`src/hw/rtl/cnt_pkg.sv`:
```
// Shared types and constants for the normalization cube map texel pipeline.
// No dependencies; used by cnt_front, cnt_step and cube_normal_texel.

package cnt_pkg;

	localparam int LANES = 3;
	localparam int STEPS = 8;
	localparam int FRONT_STAGES = 3;
	localparam int STEP_STAGES = 3;
	localparam int Q_SCALE = 254;

	localparam logic [7:0] V_MAX = 8'd254;
	localparam logic [7:0] V_MID = 8'd127;
	localparam logic [7:0] V_HALF = 8'd128;
	localparam logic [8:0] P_BIAS = 9'd255;

	typedef enum logic [2:0] {
		FACE_POS_X = 3'd0,
		FACE_NEG_X = 3'd1,
		FACE_POS_Y = 3'd2,
		FACE_NEG_Y = 3'd3,
		FACE_POS_Z = 3'd4,
		FACE_NEG_Z = 3'd5
	} face_t;

	typedef struct packed {
		logic s1;
		logic s2;
		logic s3;
	} stage_en_t;

endpackage

```
`src/hw/rtl/cnt_front.sv`:
```
// Front end of the texel pipeline: face direction, squared length and squared targets.
// Three register stages. Depends on cnt_pkg.

module cnt_front #(
	parameter int FACE_SIZE = 128,
	parameter int MAG_W = 8
) (
	input  logic                  clk,
	input  cnt_pkg::stage_en_t    en,
	input  logic [2:0]            face,
	input  logic [6:0]            column,
	input  logic [6:0]            row,
	output logic [2*MAG_W+1:0]    s_s3,
	output logic [7:0]            lo_s3 [cnt_pkg::LANES],
	output logic [7:0]            hi_s3 [cnt_pkg::LANES],
	output logic                  neg_s3 [cnt_pkg::LANES],
	output logic [2*MAG_W+15:0]   q2_s3 [cnt_pkg::LANES]
);

	localparam int CW = MAG_W + 1;
	localparam int SQ_W = 2 * MAG_W;
	localparam int S_W = SQ_W + 2;
	localparam int Q_W = MAG_W + 8;
	localparam int Q2_W = 2 * Q_W;
	localparam logic signed [CW-1:0] D = CW'(FACE_SIZE - 1);

	logic signed [CW-1:0] a, b;
	logic signed [CW-1:0] vec [cnt_pkg::LANES];
	logic signed [CW-1:0] vec_s1 [cnt_pkg::LANES];

	logic [SQ_W-1:0] sq_s2 [cnt_pkg::LANES];
	logic [Q_W-1:0]  qm_s2 [cnt_pkg::LANES];
	logic            neg_s2 [cnt_pkg::LANES];

	logic zero;

	assign a = $signed(CW'({column, 1'b0})) - D;
	assign b = $signed(CW'({row, 1'b0})) - D;

	always_comb begin
		vec[0] = '0;
		vec[1] = '0;
		vec[2] = '0;
		unique case (face)
			cnt_pkg::FACE_POS_X: begin
				vec[0] = D;  vec[1] = -b; vec[2] = -a;
			end
			cnt_pkg::FACE_NEG_X: begin
				vec[0] = -D; vec[1] = -b; vec[2] = a;
			end
			cnt_pkg::FACE_POS_Y: begin
				vec[0] = a;  vec[1] = D;  vec[2] = b;
			end
			cnt_pkg::FACE_NEG_Y: begin
				vec[0] = a;  vec[1] = -D; vec[2] = -b;
			end
			cnt_pkg::FACE_POS_Z: begin
				vec[0] = a;  vec[1] = -b; vec[2] = D;
			end
			cnt_pkg::FACE_NEG_Z: begin
				vec[0] = -a; vec[1] = -b; vec[2] = -D;
			end
			default: begin
				vec[0] = '0; vec[1] = '0; vec[2] = '0;
			end
		endcase
	end

	always_ff @(posedge clk) begin
		if (en.s1) begin
			vec_s1 <= vec;
		end
	end

	// stage 2: magnitude, square, scaled target
	for (genvar i = 0; i < cnt_pkg::LANES; i++) begin : g_lane2
		logic              neg;
		logic signed [CW-1:0] absv;
		logic [SQ_W-1:0]   mag_x;
		logic [Q_W-1:0]    mag_q;

		assign neg   = vec_s1[i][CW-1];
		assign absv  = neg ? -vec_s1[i] : vec_s1[i];
		assign mag_x = SQ_W'(absv[MAG_W-1:0]);
		assign mag_q = Q_W'(absv[MAG_W-1:0]);

		always_ff @(posedge clk) begin
			if (en.s2) begin
				sq_s2[i]  <= mag_x * mag_x;
				qm_s2[i]  <= mag_q * Q_W'(cnt_pkg::Q_SCALE);
				neg_s2[i] <= neg;
			end
		end
	end

	// stage 3: squared length, squared targets, search bounds
	assign zero = ((sq_s2[0] | sq_s2[1] | sq_s2[2]) == '0);

	for (genvar i = 0; i < cnt_pkg::LANES; i++) begin : g_lane3
		logic [Q2_W-1:0] qm_x;

		assign qm_x = Q2_W'(qm_s2[i]);

		always_ff @(posedge clk) begin
			if (en.s3) begin
				q2_s3[i]  <= qm_x * qm_x;
				neg_s3[i] <= neg_s2[i];
				lo_s3[i]  <= zero ? cnt_pkg::V_MID : '0;
				hi_s3[i]  <= zero ? cnt_pkg::V_MID : cnt_pkg::V_MAX;
			end
		end
	end

	always_ff @(posedge clk) begin
		if (en.s3) begin
			s_s3 <= S_W'(sq_s2[0]) + S_W'(sq_s2[1]) + S_W'(sq_s2[2]);
		end
	end

endmodule

```
`config.mk`:
```
export PLATFORM = sky130hd
export DESIGN_NAME = cnt_front
export DESIGN_NICKNAME = d
export VERILOG_FILES = /design/src/hw/rtl/cnt_pkg.sv /design/src/hw/rtl/cnt_front.sv
export SDC_FILE = /design/constraint.sdc
export NUM_CORES = 2
export LEC_CHECK = 0
export ABC_AREA = 0
export BUFFER_PORTS_ARGS = -buffer_cell sky130_fd_sc_hd__buf_4
export CORE_MARGIN = 3
export CORE_UTILIZATION = 48
export CTS_CLUSTER_SIZE = 24
export DETAILED_ROUTE_END_ITERATION = 7
export PLACE_DENSITY_LB_ADDON = 0.12
export SYNTH_ARGS = -nofsm -noshare
export SYNTH_HDL_FRONTEND = slang
export SYNTH_SLANG_ARGS = --single-unit
```
`constraint.sdc`:
```
create_clock -name clk -period 7.4 [get_ports clk]
set_clock_uncertainty 0.05 [all_clocks]
set_input_delay 1.48 -clock clk [delete_from_list [all_inputs] [get_ports clk]]
set_output_delay 1.48 -clock clk [all_outputs]
set_load 0.01 [all_outputs]
```
### Word-level counts from Yosys, hierarchy flattened

Memories as Yosys holds them, arrays and structs flattened. A register that Yosys moved wholly into a read port is not among the register bits.
Cells that the tools add are included.
W data, S select, Z words.

* bits in registers: 157
* memory bits (writable): 96
* bits of input ports: 21
* output and inout port bits: 165
* logic and storage cells: 47
* memories: 3

* add/subtract/negate cells: 9
* multipliers: 9
* equal/unequal tests: 5
* muxes and demuxes: 8
* bitwise operators: 2
* reduce and logical (&&, ||, !) cells: 2

Memory list
* sq_s2: depth 3, width 16, read ports 3, clocked after memory_dff 0, write ports 3, line cnt_front.sv:31 `logic [SQ_W-1:0] sq_s2 [cnt_pkg::LANES];`
* qm_s2: depth 3, width 15, read ports 3, clocked after memory_dff 0, write ports 3, line cnt_front.sv:32 `logic [Q_W-1:0] qm_s2 [cnt_pkg::LANES];`
* neg_s2: depth 3, width 1, read ports 3, clocked after memory_dff 3, write ports 3, line cnt_front.sv:33 `logic neg_s2 [cnt_pkg::LANES];`

Operators with widths (count)
* $pmux W27 S6: 1
* $mul A16 B16 Y32: 3
* $mul A8 B8 Y16: 3
* $mul A8 B7 Y15 const B: 3
* $mux W8: 4
* $or A16 B16 Y16: 2
* $neg A8 Y8: 3
* $add A17 B16 Y18: 1
* $neg A9 Y9: 2
* $sub A8 B7 Y9 const B: 2
* $add A16 B16 Y17: 1
* $logic_not A16 Y1: 1
* $mux W7: 1
* $eq A3 B2 Y1 const B: 2
* $eq A3 B3 Y1 const B: 2
* $eq A3 B1 Y1 const B: 1
* $logic_not A3 Y1: 1
* $mux W1: 2

### Longest topological paths before layout

An unclocked memory read counts as a cell.

* word-level depth: 5
* gate-level depth with buffers: 25
* gate-level depth less buffers: 23

### Worst setup path before layout

No wires, ideal clock.

* path type: reg2reg
* from: register vec_s1[18] in the netlist's numbering
* to: memory sq_s2[0][15] in the netlist's numbering, data pin
* library setup time: 258 ps
* arrival time: 6042 ps
* data required time: 7092 ps
* slack: 1050 ps
* cell stages (with the launch flop): 24
* buffers on the path: 1
* clock period less this slack: 6350 ps
* cell sequence: edfxtp_1 -> inv_1 -> clkbuf_1 -> ha_1 -> nand2b_1 -> o21ai_0 -> xor2_1 -> inv_1 -> ha_1 -> inv_1 -> fa_1 -> fa_1 -> inv_1 -> fa_1 -> inv_1 -> fa_1 -> inv_1 -> ha_1 -> and3_1 -> a221oi_1 -> o21ai_0 -> a21o_1 -> a21oi_1 -> xnor2_1

RTL lines
* from (decl): line cnt_front.sv:29 `logic signed [CW-1:0] vec_s1 [cnt_pkg::LANES];`
* from (signal assigned): line cnt_front.sv:71 `vec_s1 <= vec;`
* to (decl): line cnt_front.sv:31

==> out/qor.csv <==
stage,metric,value,unit
status,status,"complete, no violations",
routing,drcViolationCount,0,
floorplanning,dieArea,0.08010,mm²
floorplanning,core.rowCount,100,
yosys,ys_types,77,
routing,drt-wirelength-per-cell,14.87,µm
clocking,cts_sinks,216,
setup_path,crit_path_end_kind,register,
yosys,synth-seq-cells,216,
setup_path,rr_worst_depth,20,
setup_path,crit_required,7.70,ns
timing,rsz0062_at_grt,false,
layout,multi_input_area,0.02631,mm²
floorplanning,start_util,48.99,%
routing,ant_nets,0,
clocking,post_cts.repair.setup_buffers,0,
layout,seqCellArea,0.006486,mm²
grt,grt_use_total,18.77,%
clocking,clk_pin_slew,0.06,ns
setup_path,rr_startpoint,qm_s2[0][7]$_DFFE_PP_,
routing,route.vias.total,23970,
clocking,cts-resized-gates,0,
setup_path,critical_path_class,reg2reg,
floorplanning,die_x,283.0,µm
hold_path,hold_path_depth,0,
yosys,synth_flop_cell,edfxtp_1,
clocking,cts.htree.levels,1,
layout,layout_common_cells,"929 x inv_1, 563 x fa_1, 547 x ha_1",
routing,wirelength,72.71,mm
clocking,clockBufferDepth,3,
grt,grt_pass1_vias,25130,
layout,antenna_cells,0,
floorplanning,design.core.area,0.07520,mm²
layout,syn2layout_area_growth,8.672,%
routing,drtPass1Iterations,5,
grt,grt_pass1_wl,125.0,mm
job,drv_cap,0,
floorplanning,die_h,283.0,µm
timing,finalHoldViolations,0,
layout,n_fill_cell,6993,
grt,overflow,0,
yosys,synth_top_area_share,30.60,%
clocking,ctsHoldBuffers,0,
setup_path,cp_max_fo,12,
grt,antenna_found_initial,2,
placement,place_congestion,0.8386,
clocking,cts_tree,done,
timing,fin_setup_tns,0,ns
hold_path,hold_class,reg2reg,
yosys,synth_edf_count,216,
timing,min_period,6.431,ns
grt,grt_max_degree,63,
setup_path,start_kind,register,
timing,max_freq,155.5,MHz
layout,layout_commonest_cell,inv_1,
yosys,synth-async-reset-ratio,0,%
placement,port_buffers,155,
yosys,syn_area,0.03684,mm²
setup_path,critPathArrivalTime,6.73,ns
yosys,synth_top_cell_by_area,fa_1,
timing,slew_viol_final,0,
clocking,cts_root_buffer,clkbuf_16,
routing,drt_iter0_drc,1017,
placement,dp.final_hpwl,60.96,mm
timing,finalSetupViolCount,0,
yosys,yosysSeqAreaShare,17.61,%
layout,drive_above_1_share,6.875,%
yosys,yosys_warnings,0,
yosys,synthCells,3714,
routing,vias_per_cell,4.903,
yosys,syn_area_per_cell,9.918,µm²
timing,finalCritPeriodShare,86.91,%
clocking,cts_inserted_buffers,31,
layout,fin_nets,4976,
yosys,synth_area_leaders,"fa_1 31%, ha_1 19%, edfxtp_1 18%",
timing,max_slew_margin,36.31,%
timing,worstMarginPinSlew,0.9554,ns
floorplanning,ioPinCount,186,
hold_path,hp-start,neg_s2[0][1]$_DFFE_PP_,
setup_path,worstSetupStartpoint,qm_s2[0][7]$_DFFE_PP_,
clocking,worstSkewPairLatency,0.61,ns
-- metal layers --
layer,vias up,share of wire [%],GRT usage [%]
li1,11760,-,-
met1,11790,46,26.45
met2,357,48,31.96
met3,59,4.3,2.074
met4,0,1.2,2.833
met5,-,0,0
-- cells by family (layout without fill, tap and decap cells) --
logic type	Yosys count	after routing	share of synthesized area, %
multiplexers	9	9	0.2547
buffers and inverters	1066	1171	11.47
AND/OR/NAND/NOR	649	649	8.298
flip-flops	216	216	17.61
AO/OA/AOI/OAI	425	425	7.541
XOR/XNOR	237	237	5.635
adder cells (fa/ha/maj)	1110	1110	49.18
other	2	52	0.02039
-- worst paths after layout --
path	endpoint	slack [ns]
min reg2reg	neg_s3[1]$_DFFE_PP_	0.37
max reg2reg	q2_s3[95]$_DFFE_PP_	0.97
min	neg_s3[1]$_DFFE_PP_	0.37
max	q2_s3[95]$_DFFE_PP_	0.97
-- final cells by class --
| class | count | share of cell area (%) |
|---|---|---|
| Multi-Input combinational cell | 2482 | 65.73 |
| Tap cell | 1020 | 3.188 |
| Clock buffer | 36 | 1.985 |
| Sequential cell | 216 | 16.20 |
| Clock inverter | 21 | 0.7095 |
| Timing Repair Buffer | 185 | 3.469 |
| Inverter | 929 | 8.711 |
-- flip-flops by register name (all words and copies together) (netlist names) --
name    flops
q2_s3      85
sq_s2      43
qm_s2      42
vec_s1     22
s_s3       16
neg_s2      3
neg_s3      3
hi_s3       1
lo_s3       1
-- stage by stage --
stage                     instances  setup slack [ns]  instance area [µm²]  util, %  hold WS, ns
after floorplan                3764             1.050                37020        -       0.3503
after global placement         4832             1.060                38950    51.80       0.3561
after detailed placement       4832            0.9405                38950    51.80       0.3566
after CTS                      4889            0.9249                40030    53.23       0.3705
after global routing           4889            0.6144                40030    53.23       0.3734
final                          4889            0.9687                40030    53.23       0.3694
-- worst max-delay path: stages (launching register included) --
cell and delay (ns):
edfxtp_1 0.64, inv_1 0.28, nor2_1 0.25, fa_1 0.47, fa_1 0.46, fa_1 0.54
inv_1 0.05, fa_1 0.53, inv_1 0.05, fa_1 0.48, inv_1 0.05, fa_1 0.47
inv_1 0.04, ha_1 0.33, a21o_1 0.19, a221oi_1 0.30, o31a_1 0.24, o21ai_1 0.11
a21oi_1 0.36, o21ai_1 0.14, xnor2_1 0.14
-- Yosys cell counts (all sizes together) (3+ instances only) --
master	n
inv	929
fa	563
ha	547
nand2	297
edfxtp	216
xnor2	150
a21oi	136
and2	107
nor2	102
xor2	87
o21ai	78
clkbuf	75
a21o	65
buf	62
nor2b	32
o21bai	25
nand3	23
nand2b	21
nand4	17
a31oi	14
o21a	14
a31o	12
o22ai	11
or3	11
o31ai	10
and3	9
a211oi	8
nor3	7
or2	7
a21boi	6
a221oi	6
a22oi	6
mux2i	6
a2111oi	4
a41oi	4
and4	4
nor4b	4
o31a	4
a311oi	3
mux2	3
nor4	3
Power is not shown: default switching activity piles up to over one toggle a cycle in this logic, so the estimate is an artifact.
