### config.mk
export PLATFORM = sky130hd
export DESIGN_NAME = cnt_step
export DESIGN_NICKNAME = d
export VERILOG_FILES = /design/src/hw/rtl/cnt_pkg.sv /design/src/hw/rtl/cnt_step.sv
export SDC_FILE = /design/constraint.sdc
export NUM_CORES = 2
export LEC_CHECK = 0
export BUFFER_PORTS_ARGS = -buffer_cell sky130_fd_sc_hd__buf_4
export CAP_MARGIN = 20
export CORE_ASPECT_RATIO = 2
export CORE_MARGIN = 3
export CORE_UTILIZATION = 49
export CTS_BUF_LIST = sky130_fd_sc_hd__clkbuf_2
export DETAILED_ROUTE_END_ITERATION = 10
export PLACE_DENSITY_LB_ADDON = 0.1
export SYNTH_ARGS = -nofsm -noshare
export SYNTH_HDL_FRONTEND = slang
export SYNTH_SLANG_ARGS = --single-unit
### constraint.sdc
create_clock -name clk -period 10 [get_ports clk]
set_input_delay 1 -clock clk [delete_from_list [all_inputs] [get_ports clk]]
set_output_delay 1 -clock clk [all_outputs]
set_load 0.02 [all_outputs]
### src/hw/rtl/cnt_pkg.sv
// Shared types and constants for the normalization cube map texel pipeline.
// No dependencies; used by cnt_front, cnt_step and cube_normal_texel.

package cnt_pkg;

	localparam int LANES = 3;
	localparam int STEPS = 8;
	localparam int FRONT_STAGES = 3;
	localparam int STEP_STAGES = 3;
	localparam int Q_SCALE = 254;

	localparam logic [7:0] V_MAX = 8'd254;
	localparam logic [7:0] V_MID = 8'd127;
	localparam logic [7:0] V_HALF = 8'd128;
	localparam logic [8:0] P_BIAS = 9'd255;

	typedef enum logic [2:0] {
		FACE_POS_X = 3'd0,
		FACE_NEG_X = 3'd1,
		FACE_POS_Y = 3'd2,
		FACE_NEG_Y = 3'd3,
		FACE_POS_Z = 3'd4,
		FACE_NEG_Z = 3'd5
	} face_t;

	typedef struct packed {
		logic s1;
		logic s2;
		logic s3;
	} stage_en_t;

endpackage

### src/hw/rtl/cnt_step.sv
// One bisection step of the encode search for all three components.
// Three register stages: offset square, scale by length, compare and narrow. Depends on cnt_pkg.

module cnt_step #(
	parameter int MAG_W = 8
) (
	input  logic                  clk,
	input  cnt_pkg::stage_en_t    en,
	input  logic [2*MAG_W+1:0]    s,
	input  logic [7:0]            lo [cnt_pkg::LANES],
	input  logic [7:0]            hi [cnt_pkg::LANES],
	input  logic                  neg [cnt_pkg::LANES],
	input  logic [2*MAG_W+15:0]   q2 [cnt_pkg::LANES],
	output logic [2*MAG_W+1:0]    s_s3,
	output logic [7:0]            lo_s3 [cnt_pkg::LANES],
	output logic [7:0]            hi_s3 [cnt_pkg::LANES],
	output logic                  neg_s3 [cnt_pkg::LANES],
	output logic [2*MAG_W+15:0]   q2_s3 [cnt_pkg::LANES]
);

	localparam int S_W = 2 * MAG_W + 2;
	localparam int Q2_W = 2 * MAG_W + 16;
	localparam int PS_W = S_W + 16;

	logic [S_W-1:0] s_s1, s_s2;

	always_ff @(posedge clk) begin
		if (en.s1) begin
			s_s1 <= s;
		end
		if (en.s2) begin
			s_s2 <= s_s1;
		end
		if (en.s3) begin
			s_s3 <= s_s2;
		end
	end

	for (genvar i = 0; i < cnt_pkg::LANES; i++) begin : g_lane
		logic [8:0]      sum;
		logic [7:0]      mid;
		logic            pos;
		logic [8:0]      m2, pm9;
		logic [15:0]     pm_x;

		logic [7:0]      lo_s1, hi_s1, mid_s1;
		logic            pos_s1, neg_s1;
		logic [15:0]     p2_s1;
		logic [Q2_W-1:0] q2_s1;

		logic [7:0]      lo_s2, hi_s2, mid_s2;
		logic            pos_s2, neg_s2;
		logic [PS_W-1:0] prod_s2;
		logic [Q2_W-1:0] q2_s2;

		logic [PS_W-1:0] q2_x;
		logic            take;
		logic            open;
		logic [7:0]      lo_nx, hi_nx;

		// offset p = 2*mid - 255, odd and nonzero
		assign sum  = 9'(lo[i]) + 9'(hi[i]) + 9'd1;
		assign mid  = sum[8:1];
		assign pos  = (mid >= cnt_pkg::V_HALF);
		assign m2   = {mid, 1'b0};
		assign pm9  = pos ? (m2 - cnt_pkg::P_BIAS) : (cnt_pkg::P_BIAS - m2);
		assign pm_x = 16'(pm9[7:0]);

		always_ff @(posedge clk) begin
			if (en.s1) begin
				lo_s1  <= lo[i];
				hi_s1  <= hi[i];
				mid_s1 <= mid;
				pos_s1 <= pos;
				neg_s1 <= neg[i];
				q2_s1  <= q2[i];
				p2_s1  <= pm_x * pm_x;
			end
		end

		always_ff @(posedge clk) begin
			if (en.s2) begin
				lo_s2   <= lo_s1;
				hi_s2   <= hi_s1;
				mid_s2  <= mid_s1;
				pos_s2  <= pos_s1;
				neg_s2  <= neg_s1;
				q2_s2   <= q2_s1;
				prod_s2 <= PS_W'(p2_s1) * PS_W'(s_s1);
			end
		end

		// p*sqrt(S) <= 254*c, decided on squares with signs
		assign q2_x = PS_W'(q2_s2);
		assign take = pos_s2 ? (!neg_s2 && (prod_s2 <= q2_x))
		                     : (!neg_s2 || (prod_s2 >= q2_x));

		assign open  = (lo_s2 < hi_s2);
		assign lo_nx = (open && take) ? mid_s2 : lo_s2;
		assign hi_nx = (open && !take) ? (mid_s2 - 8'd1) : hi_s2;

		always_ff @(posedge clk) begin
			if (en.s3) begin
				neg_s3[i] <= neg_s2;
				q2_s3[i]  <= q2_s2;
				lo_s3[i]  <= lo_nx;
				hi_s3[i]  <= hi_nx;
			end
		end
	end

endmodule

# ---- Yosys cells after proc, flatten, opt, wreduce, memory -nomap -nowiden
# Index checks and enable logic that the tools add are counted.
dict set report word_totals {
  register_bits 699
  inputBits 169
}
dict set report classes {
  n_mul 6
  order_cmp 12
  reduce_logical 18
  muxes 12
  add_sub_neg 15
}
# cell count
set ops {}
lappend ops {{34-bit by 32-bit >= comparator with 1-bit output} 3}
lappend ops {{34-bit by 32-bit less-or-equal comparator with 1-bit output} 3}
lappend ops {{16-bit by 18-bit multiplier with 34-bit output} 3}
lappend ops {{8-bit two-way mux} 9}
lappend ops {{8-bit by 8-bit multiplier with 16-bit output} 3}
lappend ops {{8-bit by 8-bit adder with 9-bit output} 3}
lappend ops {{9-bit by 1-bit adder with 9-bit output, second input constant} 3}
lappend ops {{8-bit >= comparator, second input constant} 3}
lappend ops {{8-bit < comparator} 3}
lappend ops {{8-bit by 1-bit subtractor with 8-bit output, second input constant} 3}
lappend ops {{8-bit subtractor, first input constant} 3}
lappend ops {{8-bit subtractor, second input constant} 3}
lappend ops {{1-bit logical AND} 9}
lappend ops {{1-bit zero test} 6}
lappend ops {{1-bit logical OR} 3}
lappend ops {{1-bit two-way mux} 3}

# ---- Depth between registers and ports, before layout
dict set report logic_depth {
  depth_word 6
  ltp_mapped 29
  depth_no_buf 27
}

# ---- Least setup slack after synthesis
# No wires, ideal clock.
dict set report synth_timing {
  path_kind {input -> register}
  from {input lo[1] (netlist bit)}
  to {register g_lane[2].p2_s1[14] (data pin)}
  arrival_time_ns 6.499
  required_time_ns 9.742
  stages 29
  path_slack_ns 3.244
  cell_sequence {inv_1 -> fa_1 -> nor2b_1 -> o2111ai_1 -> and3_1 -> or2_1 -> buf_2 -> inv_1 -> buf_4 -> nand2_1 -> and2b_1 -> inv_1 -> nand2_1 -> fa_1 -> inv_1 -> fa_1 -> inv_1 -> fa_1 -> inv_1 -> fa_1 -> ha_1 -> a21o_1 -> a21oi_1 -> nand3b_1 -> o21a_1 -> nand4_1 -> nand3b_1 -> a21oi_1 -> xnor2_1}
}
dict set report synth_via {
  elab_chain_len 5
  word_cells_on_any_way 7
}
# element line_no
set synth_rtl {}
lappend synth_rtl {{from (decl)} cnt_step.sv:10} ;# input logic [7:0] lo [cnt_pkg::LANES],
lappend synth_rtl {{8-bit by 8-bit adder with 9-bit output} cnt_step.sv:62} ;# assign sum = 9'(lo[i]) + 9'(hi[i]) + 9'd1;
lappend synth_rtl {{9-bit by 1-bit adder with 9-bit output} cnt_step.sv:62}
lappend synth_rtl {{via g_lane[2].sum[8]} cnt_step.sv:40} ;# logic [8:0] sum;
lappend synth_rtl {{8-bit >= comparator} cnt_step.sv:64} ;# assign pos = (mid >= cnt_pkg::V_HALF);
lappend synth_rtl {{8-bit two-way mux} cnt_step.sv:66} ;# assign pm9 = pos ? (m2 - cnt_pkg::P_BIAS) : (cnt_pkg::P_BIAS - m2);
lappend synth_rtl {{8-bit by 8-bit multiplier with 16-bit output} cnt_step.sv:77} ;# p2_s1 <= pm_x * pm_x;
lappend synth_rtl {{to (signal assigned)} cnt_step.sv:77}
lappend synth_rtl {{to (decl)} cnt_step.sv:48} ;# logic [15:0] p2_s1;
# The timed path passes the listed nets, and every way through them passes these cells.
# A chain may end at the register's enable or synchronous reset.

# ---- Final worst setup path
dict set report layout_timing {
  from {register s_s1[6]}
  to {register g_lane[0].prod_s2[33] (data pin)}
}
dict set report layout_via {
  elab_chain_len 1
}
# element line_no
set layout_rtl {}
lappend layout_rtl {{from (decl)} cnt_step.sv:25} ;# logic [S_W-1:0] s_s1, s_s2;
lappend layout_rtl {{from (signal assigned)} cnt_step.sv:29} ;# s_s1 <= s;
lappend layout_rtl {{16-bit by 18-bit multiplier with 34-bit output} cnt_step.sv:89} ;# prod_s2 <= PS_W'(p2_s1) * PS_W'(s_s1);
lappend layout_rtl {{to (signal assigned)} cnt_step.sv:89}
lappend layout_rtl {{to (decl)} cnt_step.sv:53} ;# logic [PS_W-1:0] prod_s2;
# Every way passes these cells.

==> out/summary.txt <==
Post-CTS Resized -> 0
Longest Clk Path Bufs -> 3
WL final -> 127 mm
Max-Cap Viols -> 0
Hpwl dp -> 93.3 mm
Status -> finished, final reports clean
Layout Nets -> 6885
RD Place Congestion -> 0.823
Fillers -> 9610
Worst Max-Slew Pin Slew -> 1.09 ns
Port bufs -> 333
Largest net degree at the start of global routing -> 75
Crit. End Element -> flop
Final Non-Filler Cells -> 7137
Global-route wire length before repair -> 205 mm
Final routed DRC violation total -> 0
Die area -> 117000 µm²
Clk pin slew, worst setup/hold paths -> 0.12 ns
Final slew viol count -> 0
Sequential-to-total area share from yosys stat -> 37.0%
Chip width -> 243 µm
Worst Path Required -> 11.26 ns
P&R area growth vs syn -> 16.0%
Post-synth top cells -> inv_1, edfxtp_1, fa_1
Area of the core -> 111000 µm²
Yosys warns -> 0
Fmax -> 134 MHz
Number of synthesized register bits -> 681
Setup violators final -> 0
Number of vias per cell -> 5.07
Synth top area share -> 37.0%
Initial core utilization -> 49.6%
GRT Resource Usage Total -> 22.4%
Number of buffers created by CTS -> 158
Antenna violations before repair -> 2
Synth Flop Type -> edfxtp_1
I/O pins -> 334
Tmin final -> 7.46 ns
Post-route ant nets -> 0
Htree depth -> 4
Fin crit share -> 74.6%
HP Class -> in -> reg
CTS tree -> done
Most common cell in the netlist -> inv_1
Clock latency on the worst-skew pair -> 1.53 ns
CTS sink cnt -> 681
Cell taking the most area after synthesis -> edfxtp_1
Post-DR wirelength/cell -> 17.7 µm
Vias post-DR -> 36200
Die height -> 481 µm
Worst relative slew slack -> 27.4%
Synth Cell Area -> 55300 µm²
Fraction of registers with async set/reset -> 0%
Startpoint Class -> flop
FP Rows -> 173
Synth top area cells -> edfxtp_1, fa_1, ha_1
Arrival time worst endpoint -> 8.71 ns
Placed insts -> 6534
Number of distinct library cells after synthesis -> 96
Drt first pass iters -> 5
Hold Fails Final Rpt -> 0
CTS root buffer -> clkbuf_2
Post-synth EDFFs -> 681
Synthesized area per cell -> 11.5 µm²
Cells after Synth -> 4794
WS Path Type -> reg -> reg
Clock Skews -> 0.120 ns
Total grt overflow -> 0
Number of global-route vias before repair -> 40400
RSZ-0062 raised after global routing -> false
Worst Path Max Fanout -> 20
TNS Setup -> 0 ns
Layout cells sized above 1 -> 12.2%
Initial drt markers -> 1517
## repair_timing
action	4_1_cts	5_1_grt
hold endpoints to repair	350	0
buffers inserted	0	0
hold buffers	315	0
## placed cells by master, fill, tap and decap left out, drive strengths merged, types with 30 or more instances in the layout
cell type,count
and2,341
a21o,94
o21ai,94
nand2,460
conb,30
nor2,156
nand3,31
xnor2,119
a21oi,121
nor3,38
clkinv,55
edfxtp,681
buf,366
ha,531
xor2,55
fa,663
dlygate4sd3,315
clkbuf,212
mux2,30
inv,959
## logic make-up after synthesis
kind of cell               share of synthesized area [%]
adders and majority gates                           36.0
and+or+nand+nor                                     10.3
buffers and inverters                               7.50
DFF                                                 37.0
AOI/OAI and AO/OA                                   5.39
xor gates and xnor gates                            2.77
muxes                                              0.998
other                                             0.0136
## final timing paths
path	start	end	slack, ns	cells after the start
worst max-delay path	s_s1[6]$_DFFE_PP_	g_lane[0].prod_s2[33]$_DFFE_PP_	2.54	25
worst min-delay path	s[12]	s_s1[12]$_DFFE_PP_	0.26	2
worst max register to register	s_s1[6]$_DFFE_PP_	g_lane[0].prod_s2[33]$_DFFE_PP_	2.54	25
worst min register to register	g_lane[0].q2_s1[3]$_DFFE_PP_	g_lane[0].q2_s2[3]$_DFFE_PP_	0.36	0
## worst max-delay path: stages (launching register included)
cell      delay [ns]
edfxtp_1        1.08
buf_4           0.32
buf_4           0.25
nand2_1         0.11
fa_1            0.55
inv_1           0.06
fa_1            0.50
inv_1           0.06
fa_1            0.54
inv_1           0.06
fa_1            0.45
fa_1            0.49
inv_1           0.04
fa_1            0.47
inv_1           0.04
ha_1            0.34
and3_1          0.19
nand3_1         0.11
o21ai_0         0.10
a211oi_1        0.26
o21ai_2         0.17
a31oi_4         0.28
a21oi_2         0.14
a311o_1         0.33
a21oi_1         0.19
xnor2_1         0.08
## sequential cells by signal (all words and copies together) (netlist names), 39 cells and up
name            flops
g_lane.q2_s1       96
g_lane.q2_s2       96
q2_s3              96
g_lane.prod_s2     94
g_lane.p2_s1       39
## layout make-up
| class | count | area, µm² | share of cell area, % |
|---|---|---|---|
| Multi-Input combinational cell | 3046 | 30800 | 48.0 |
| Sequential cell | 681 | 20400 | 31.9 |
| Timing Repair Buffer | 682 | 5930 | 9.25 |
| Inverter | 953 | 3580 | 5.58 |
| Tap cell | 1487 | 1860 | 2.90 |
| Clock buffer | 211 | 1060 | 1.65 |
| Clock inverter | 70 | 447 | 0.697 |
| Antenna cell | 7 | 17.5 | 0.0273 |
## routing by layer
metal  wire length, µm  GRT usage, %  up-vias
met5                 0             0        -
met4              5080          9.65        0
met3              4490          3.23      277
met2             72200          44.2      761
met1             44700          23.3    18200
li1                  -             -    16900
## stage by stage
step           util, %  hold slack, ns  instance area [µm²]  setup WS (ns)
2_1_floorplan        -           0.400                55400           3.24
3_3_place_gp      53.3           0.400                59400           2.65
3_5_place_dp      53.3           0.405                59400           2.46
4_1_cts           57.5         0.00260                64100           2.65
5_1_grt           57.5          0.0574                64100           2.14
6_report          57.5           0.259                64100           2.54
Power is left out: the tool's default activity adds up to more than one toggle a clock period on the data nets, which glitch-free logic cannot reach.
